==> src/hdl/walk_count_matrix_power_core_macros.svh <==
// assertion macros for the walk count matrix power core
// clocked on clk_i, disabled while rst_ni is low; empty under synthesis
`ifndef WALK_COUNT_MATRIX_POWER_CORE_MACROS_SVH
`define WALK_COUNT_MATRIX_POWER_CORE_MACROS_SVH
`ifndef SYNTHESIS
`define WCMP_ASSERT(lbl, prop, msg) \
  lbl: assert property (@(posedge clk_i) disable iff (!rst_ni) (prop)) else $error(msg);
`define WCMP_ASSERT_NEXT(lbl, ante, cons, msg) \
  lbl: assert property (@(posedge clk_i) disable iff (!rst_ni) (ante) |=> (cons)) \
    else $error(msg);
`else
`define WCMP_ASSERT(lbl, prop, msg)
`define WCMP_ASSERT_NEXT(lbl, ante, cons, msg)
`endif
`endif

==> src/hdl/wcmp_pkg.sv <==
`timescale 1ns / 1ps
// shared constants and types of the walk count matrix power core
// no dependencies
package wcmp_pkg;

  localparam int VERTICES_DEF   = 8;
  localparam int COUNT_BITS_DEF = 32;
  localparam int ADJ_W          = 64;
  localparam int ADJ_STRIDE     = 8;
  localparam int LEN_W          = 16;
  localparam int VTX_W          = 3;
  localparam int CNT_W          = 32;

  // commands from the sequencer to every cell of the ring
  typedef struct packed {
    logic             init;
    logic             load_y;
    logic             step;
    logic             first;
    logic             sel_b;
    logic             commit_p;
    logic             commit_b;
    logic [VTX_W-1:0] col;
    logic [VTX_W-1:0] shift;
  } cell_ctrl_t;

endpackage

==> src/hdl/wcmp_cell.sv <==
`timescale 1ns / 1ps
// one ring cell: holds row J of the power and base matrices and one rotating base row
// depends on wcmp_pkg
module wcmp_cell #(
  parameter int N  = wcmp_pkg::VERTICES_DEF,
  parameter int CW = wcmp_pkg::CNT_W,
  parameter int J  = 0
) (
  input  logic                             clk_i,
  input  logic                             rst_ni,
  input  wcmp_pkg::cell_ctrl_t             ctrl_i,
  input  logic [wcmp_pkg::ADJ_STRIDE-1:0]  adj_row_i,
  input  logic [CW-1:0]                    y_i,
  output logic [CW-1:0]                    y_o,
  input  logic [((N > 1) ? $clog2(N) : 1)-1:0] rd_idx_i,
  output logic [CW-1:0]                    rd_data_o
);
  localparam int IW = (N > 1) ? $clog2(N) : 1;

  logic [CW-1:0]   prow_q [N];
  logic [CW-1:0]   brow_q [N];
  logic [CW-1:0]   yreg_q [N];
  logic [CW-1:0]   acc_q  [N];
  logic [CW-1:0]   prod_q;
  logic [IW-1:0]   pidx_q;
  logic            pfirst_q;
  logic            pv_q;
  logic [IW:0]     rsum;
  logic [IW:0]     rwrap;
  logic [IW-1:0]   ridx;
  logic [IW-1:0]   cidx;
  logic [CW-1:0]   x_op;
  logic [2*CW-1:0] full_prod;

  // row index of the base row currently at this cell
  always_comb begin
    rsum  = (IW+1)'(J) + (IW+1)'(ctrl_i.shift[IW-1:0]);
    rwrap = (rsum >= (IW+1)'(N)) ? rsum - (IW+1)'(N) : rsum;
    ridx  = rwrap[IW-1:0];
    cidx  = ctrl_i.col[IW-1:0];
    x_op  = ctrl_i.sel_b ? brow_q[ridx] : prow_q[ridx];
    full_prod = x_op * yreg_q[0];
  end

  assign y_o       = yreg_q[0];
  assign rd_data_o = prow_q[rd_idx_i];

  // multiply stage
  always_ff @(posedge clk_i or negedge rst_ni) begin
    if (!rst_ni) begin
      pv_q <= 1'b0;
    end else begin
      pv_q <= ctrl_i.step;
    end
  end

  always_ff @(posedge clk_i) begin
    if (ctrl_i.step) begin
      prod_q   <= full_prod[CW-1:0];
      pidx_q   <= cidx;
      pfirst_q <= ctrl_i.first;
    end
  end

  // accumulate stage
  always_ff @(posedge clk_i) begin
    if (pv_q) begin
      acc_q[pidx_q] <= pfirst_q ? prod_q : acc_q[pidx_q] + prod_q;
    end
  end

  // rotating base row, one element handed to the neighbor per beat
  always_ff @(posedge clk_i) begin
    if (ctrl_i.load_y) begin
      for (int k = 0; k < N; k++) begin
        yreg_q[k] <= brow_q[k];
      end
    end else if (ctrl_i.step) begin
      for (int k = 0; k < N - 1; k++) begin
        yreg_q[k] <= yreg_q[k+1];
      end
      yreg_q[N-1] <= y_i;
    end
  end

  // row storage: identity and adjacency on init, product on commit
  always_ff @(posedge clk_i) begin
    if (ctrl_i.init) begin
      for (int k = 0; k < N; k++) begin
        prow_q[k] <= CW'(k == J);
        brow_q[k] <= CW'(adj_row_i[k]);
      end
    end else begin
      if (ctrl_i.commit_p) begin
        for (int k = 0; k < N; k++) begin
          prow_q[k] <= acc_q[k];
        end
      end
      if (ctrl_i.commit_b) begin
        for (int k = 0; k < N; k++) begin
          brow_q[k] <= acc_q[k];
        end
      end
    end
  end

endmodule
==> config.mk <==
export PLATFORM = sky130hd
export DESIGN_NAME = wcmp_cell
export DESIGN_NICKNAME = d
export VERILOG_FILES = /design/src/hdl/walk_count_matrix_power_core_macros.svh /design/src/hdl/wcmp_pkg.sv /design/src/hdl/wcmp_cell.sv
export SDC_FILE = /design/constraint.sdc
export NUM_CORES = 2
export LEC_CHECK = 0
export BUFFER_PORTS_ARGS = -buffer_cell sky130_fd_sc_hd__buf_4
export CORE_UTILIZATION = 40
export CTS_CLUSTER_DIAMETER = 120
export CTS_CLUSTER_SIZE = 10
export DETAILED_ROUTE_END_ITERATION = 16
export GPL_TIMING_DRIVEN = 0
export PLACE_DENSITY = 0.67
export SETUP_SLACK_MARGIN = 0.1
export SYNTH_ARGS = -nofsm -noshare
export SYNTH_HDL_FRONTEND = slang
export SYNTH_SLANG_ARGS = --single-unit
==> constraint.sdc <==
create_clock -name clk_i -period 15.7 [get_ports clk_i]
set_clock_uncertainty 0.05 [all_clocks]
set_input_delay 3.14 -clock clk_i [delete_from_list [all_inputs] [get_ports clk_i]]
set_output_delay 3.14 -clock clk_i [all_outputs]
set_load 0.01 [all_outputs]
== Yosys cells after proc, flatten, opt, wreduce, memory -nomap -nowiden ==
Memory sizes are Yosys's and may differ from the RTL's. A register that Yosys moved wholly into a read port is not among the register bits.
Index checks and enable logic that the tools add are counted.
Operators by class
  reductions and logical operators: 0
  equal/unequal tests: 0
  divide/modulo/power cells: 0
  bitwise logic cells: 24
  shift operators: 0
  multipliers: 1
  add/sub/neg operators: 2
  muxes and demuxes: 43
  $lt $le $gt $ge: 1
Operators by type and width (count)
  $mux W32: 26
  $add A32 B32 Y32: 1
  $mul A32 B32 Y32: 1
  $or A1 B1 Y1: 24
  $mux W1: 15
  $mux W3: 2
  $ge A3 B4 Y1 const B: 1
  $sub A3 B1 Y3 const B: 1
Word-level totals
  bits of input ports: 58
  latch bits: 0
  register bits after elaboration: 37
  word-level logic and storage cells: 79
  memory bits (read-only): 0
  memory bits (writable): 1024
  output and inout bits: 64
  memories kept: 4
Memory list
  acc_q: words 8, bits a word 32, read ports 9, clocked after Yosys merged registers in 1, wr ports 1, line wcmp_cell.sv:23  | logic [CW-1:0] acc_q [N];
  brow_q: words 8, bits a word 32, read ports 9, clocked after Yosys merged registers in 0, wr ports 8, line wcmp_cell.sv:21  | logic [CW-1:0] brow_q [N];
  prow_q: words 8, bits a word 32, read ports 2, clocked after Yosys merged registers in 0, wr ports 8, line wcmp_cell.sv:20  | logic [CW-1:0] prow_q [N];
  yreg_q: words 8, bits a word 32, read ports 8, clocked after Yosys merged registers in 0, wr ports 8, line wcmp_cell.sv:22  | logic [CW-1:0] yreg_q [N];

== Logic depth before layout (Yosys ltp) ==
An unclocked memory read counts as a cell.
  word-level depth: 5
  mapped depth: 36
  depth with buffers taken out: 30

== Worst setup path before layout ==
No wires, ideal clock.
  kind: input -> register
  from: input ctrl_i[0] (netlist name)
  to: register prod_q[31] (data pin)
  stages: 32
  path buffers: 4
  data arrival time: 10.885 ns
  library setup time: 0.268 ns
  data required time: 15.382 ns
  slack: 4.497 ns
  cell sequence: buf_6 > buf_12 > buf_6 > mux4_2 > nor2b_1 > a211oi_1 > a21oi_1 > clkbuf_1 > and2_1 > fa_1 > inv_1 > fa_1 > fa_1 > fa_1 > inv_1 > fa_1 > inv_1 > fa_1 > inv_1 > fa_1 > fa_1 > ha_1 > a21oi_1 > o21bai_1 > a21oi_1 > o21ai_0 > nor3_1 > a211o_1 > o21ai_0 > nand3_1 > nand2_1 > xnor3_1
Between the ends
  longest elaborated chain between the ends: 5
  elaborated cells on any way between the ends: 7
  classes of those cells: add/sub (1); mul (1); order compare (1); mux (2); memory (2)
Ends and longest elaborated chain
  from (decl): line wcmp_cell.sv:11  | input wcmp_pkg::cell_ctrl_t ctrl_i,
  $ge A3 B4 Y1 or $sub A3 B1 Y3 (tied branches): line wcmp_cell.sv:38  | rwrap = (rsum >= (IW+1)'(N)) ? rsum - (IW+1)'(N) : rsum;
  $mux W3 (*): line wcmp_cell.sv:38
  $mem_v2 Z8 W32 (on tied branches)
  $mux W32 (*): line wcmp_cell.sv:41  | x_op = ctrl_i.sel_b ? brow_q[ridx] : prow_q[ridx];
  $mul A32 B32 Y32 (*): line wcmp_cell.sv:42  | full_prod = x_op * yreg_q[0];
  via full_prod[31]: line wcmp_cell.sv:33  | logic [2*CW-1:0] full_prod;
  to (signal assigned): line wcmp_cell.sv:59  | prod_q <= full_prod[CW-1:0];
  to (decl): line wcmp_cell.sv:24  | logic [CW-1:0] prod_q;
Mark *: on every way through the listed nets, which the timed path passes. The rest lies on a longest branch.
A chain may end at the register's enable or synchronous reset.

== Worst setup path in the final report ==
  from: input ctrl_i[8] (netlist name)
  to: register prod_q[31] (data pin)
Between the ends
  longest elaborated chain between the ends: 2
Ends and longest elaborated chain (line)
  $mux W32: wcmp_cell.sv:41
  $mul A32 B32 Y32: wcmp_cell.sv:42
  via full_prod[31]: wcmp_cell.sv:33
The timed path passes the listed nets, and every way through them passes these cells.

==> metrics.md <==
| Metric | Value |
|---|---|
| Clk buf depth | 3 |
| Crit-path max FO | 10 |
| DRC Markers | 0 |
| WL per Instance | just over 30 um |
| Hold Crit Class | reg2reg |
| Startpoint Class | input pin |
| Detail Placement HPWL | 156300 um |
| 1st-pass router iterations | 6 |
| Die Ht | 402.6 um |
| Max-slew headroom | -7.593% |
| Worst r2r src | prow_q[5][16] |
| Critical path class | in2reg |
| Final Hold Viols | 0 |
| Ys async rst share | less than 1% |
| Slew @ Worst Pin | approximately 1.6 ns |
| CTS resizes | 0 |
| Distinct cell type count after synthesis | 70 |
| # rows | 146 |
| Root buffer cell | clkbuf_16 |
| Most common cell in the netlist | edfxtp_1 |
| WP data required | between 15 and 20 ns |
| I/O Buffers | around 120 |
| EDFF count, synth | 1060 |
| Starting Density | between 40% and 50% |
| FMAX | 71.57 MHz |
| Top cells by count, synth | edfxtp_1, and2_1, inv_1, fa_1, mux2_2 |
| CP top delay family | adder cells |
| Failing checks | capacitance limit, slew limit |
| R2r endpoint | prod_q[31] |
| Post-CTS Hold Fix Bufs | 0 |
| GRT Total Usage | around a quarter |
| Synthesis Warnings | 0 |
| Slowest-stage cell, CP | a21oi_1 |
| Worst setup margin | 1.728 ns |
| Mapped Cells | 4528 |
| Hold Startpoint | yreg_q[1][45] |
| Worst path most repeated cell | fa_1 |
| Largest net degree at the start of global routing | 70 |
| Top_reg_cell synth | edfxtp_1 |
| Fin Setup TNS | 0 ns |
| # setup viols final | 0 |
| GR Overflow Total | 0 |
| Post-Place Worst Slack | 1.177 ns |
| H-tree level count | 3 |
| Vias | 40040 |
| Syn_nets | 5149 |
| Vias/cell | 5.798 |
| RSZ-0062 raised after global routing | no |
| CORE AREA | 158900 um2 |
| CP bufs+invs | 9 |
| R2R depth | 29 |
| Fillers | 14070 |
| Die X | 402.6 um |
| Worst path max stage delay | 1.24 ns |
| Hold depth | 1 |
| Clock slew at reported path FFs | 0.06 ns |
| Tcrit/Tclk final | 88.99% |
| Iter 0 DRT Violations | 5134 |
| Detailed Route WL | between 200000 and 250000 um |
| First-pass GRT wire length | ~300000 um |
| Hold EP | yreg_q[1][13] |
| Final Slew Violations | 13 |
| TritonCTS Buffers | 116 |
| Nets | 5422 |
| Arrival @ worst endpoint | 14.38 ns |
| Yosys top cell by area | edfxtp_1 |
| Setup Fix Bufs, Post-CTS | 0 |
| Clock sinks | 1064 |
| Synthesized area per cell | 14.18 um2 |
| Seq/Total Area, Yosys | 49.71% |
| Ports | 122 |
| Die area | 162100 um2 |
| Largest cells by area after synthesis | edfxtp_1, fa_1, mux4_2 |
| Vias in the first global route | roughly 41000 |
| GPL Wtd Cong | between 0.9 and 1 |
| Final ANT Viol Nets | 0 |
| Synthesis-to-layout area growth | 11.62% |
| Outcome | finished, violations left |
| Initial antenna violation count | 18 |
| Post-Syn Area | 64200 um2 |
| Worst Setup End Kind | flop |
| R2R setup slack | 5.88 ns |
| Total of max-cap violations | 2 |
| TritonCTS clock tree | built |
| Clock Latency Late Sink | 0.73 ns |
| Seq cells post-synth | 1064 |
| Post-synth top area share | 49.58% |
| Share of layout cells above drive strength 1 | 20.17% |
| Post-layout min period | 13.97 ns |
==> layer usage <==
metal | vias up | track usage [%] | part of all wire, %
li1 | 16260 | - | -
met1 | 20860 | 35.15 | 38
met2 | 2503 | 41.75 | 46
met3 | 412 | 5.980 | 11
met4 | 2 | 11.20 | 4.4
met5 | - | 0 | 0.0061
==> cell type report <==
class | count | area [um2] | share of cell area [%]
buffer | 282 | 1416 | 1.977
multi-input combinational | 2688 | 29100 | 40.60
timing repair buffer | 155 | 1700 | 2.373
tap | 2072 | 2592 | 3.618
inverter | 494 | 1854 | 2.588
antenna | 5 | 12.51 | 0.01746
clock inverter | 2 | 25.02 | 0.03492
clock buffer | 143 | 3047 | 4.252
sequential | 1064 | 31920 | 44.54
==> sequential cells by signal, indices dropped and copies added, names as in the netlist, named ones only <==
register / count
acc_q: 256
pidx_q: 3
prow_q: 256
pv_q: 1
pfirst_q: 1
yreg_q: 256
brow_q: 256
prod_q: 32
==> cells by family (layout without fill, tap and decap cells) <==
logic type                 Yosys count  count (layout)  synth area share, %
AOI/OAI and AO/OA                  239             239                2.397
buffers and inverters              776            1076                5.089
muxes                              629             629                15.59
xor gates and xnor gates           106             106                1.491
adders and majority gates          563             563                15.76
DFF                               1064            1064                49.71
and+or+nand+nor                   1151            1151                9.959
other                                0               5                    0
==> metrics by stage <==
| step | cells | instance area, um2 | util [%] | hold slack, ns |
|---|---|---|---|---|
| detailed placement | 6754 | 68560 | 43.14 | 0.4819 |
| finish | 6905 | 71660 | 45.09 | 0.4610 |
| CTS | 6899 | 71630 | 45.07 | 0.4679 |
| floorplan | 4528 | 64200 | - | 0.4411 |
| global route | 6900 | 71650 | 45.08 | 0.4904 |
| global placement | 6715 | 67650 | 42.57 | 0.4767 |
==> cells in the final DEF (no fill, tap or decap), types with 50 or more instances in the layout <==
cell type / n
clkbuf_16: 118
fa_1: 409
nor2b_1: 100
xnor2_1: 75
o21ai_0: 50
nand2_1: 278
clkbuf_1: 212
buf_4: 156
ha_1: 154
a21oi_1: 64
inv_1: 494
mux2_2: 331
and2_1: 666
mux4_2: 257
edfxtp_1: 1060
==> how the worst max path moves through the flow <==
stage | start | to | slack [ns] | depth (start not counted)
after floorplan | ctrl_i[0] | prod_q[31] | 4.50 | 32
after global placement | ctrl_i[8] | prod_q[30] | 1.01 | 33
after detailed placement | ctrl_i[8] | prod_q[26] | 1.18 | 33
after CTS | ctrl_i[8] | prod_q[26] | 1.85 | 33
after global routing | ctrl_i[8] | prod_q[30] | 1.57 | 33
final | ctrl_i[8] | prod_q[31] | 1.73 | 31
==> worst register-to-register path, delay by kind of cell (launching register included) <==
family                     cells  cell delay (ns)
adders and majority gates      9             4.37
AOI/OAI and AO/OA              8             2.56
buffers and inverters          5             0.82
and+or+nand+nor                5             0.69
xor gates and xnor gates       1             0.43
DFF                            1             0.37
muxes                          1             0.23
Power is left out: the tool's default activity adds up to more than one toggle a clock period on the data nets, which glitch-free logic cannot reach.
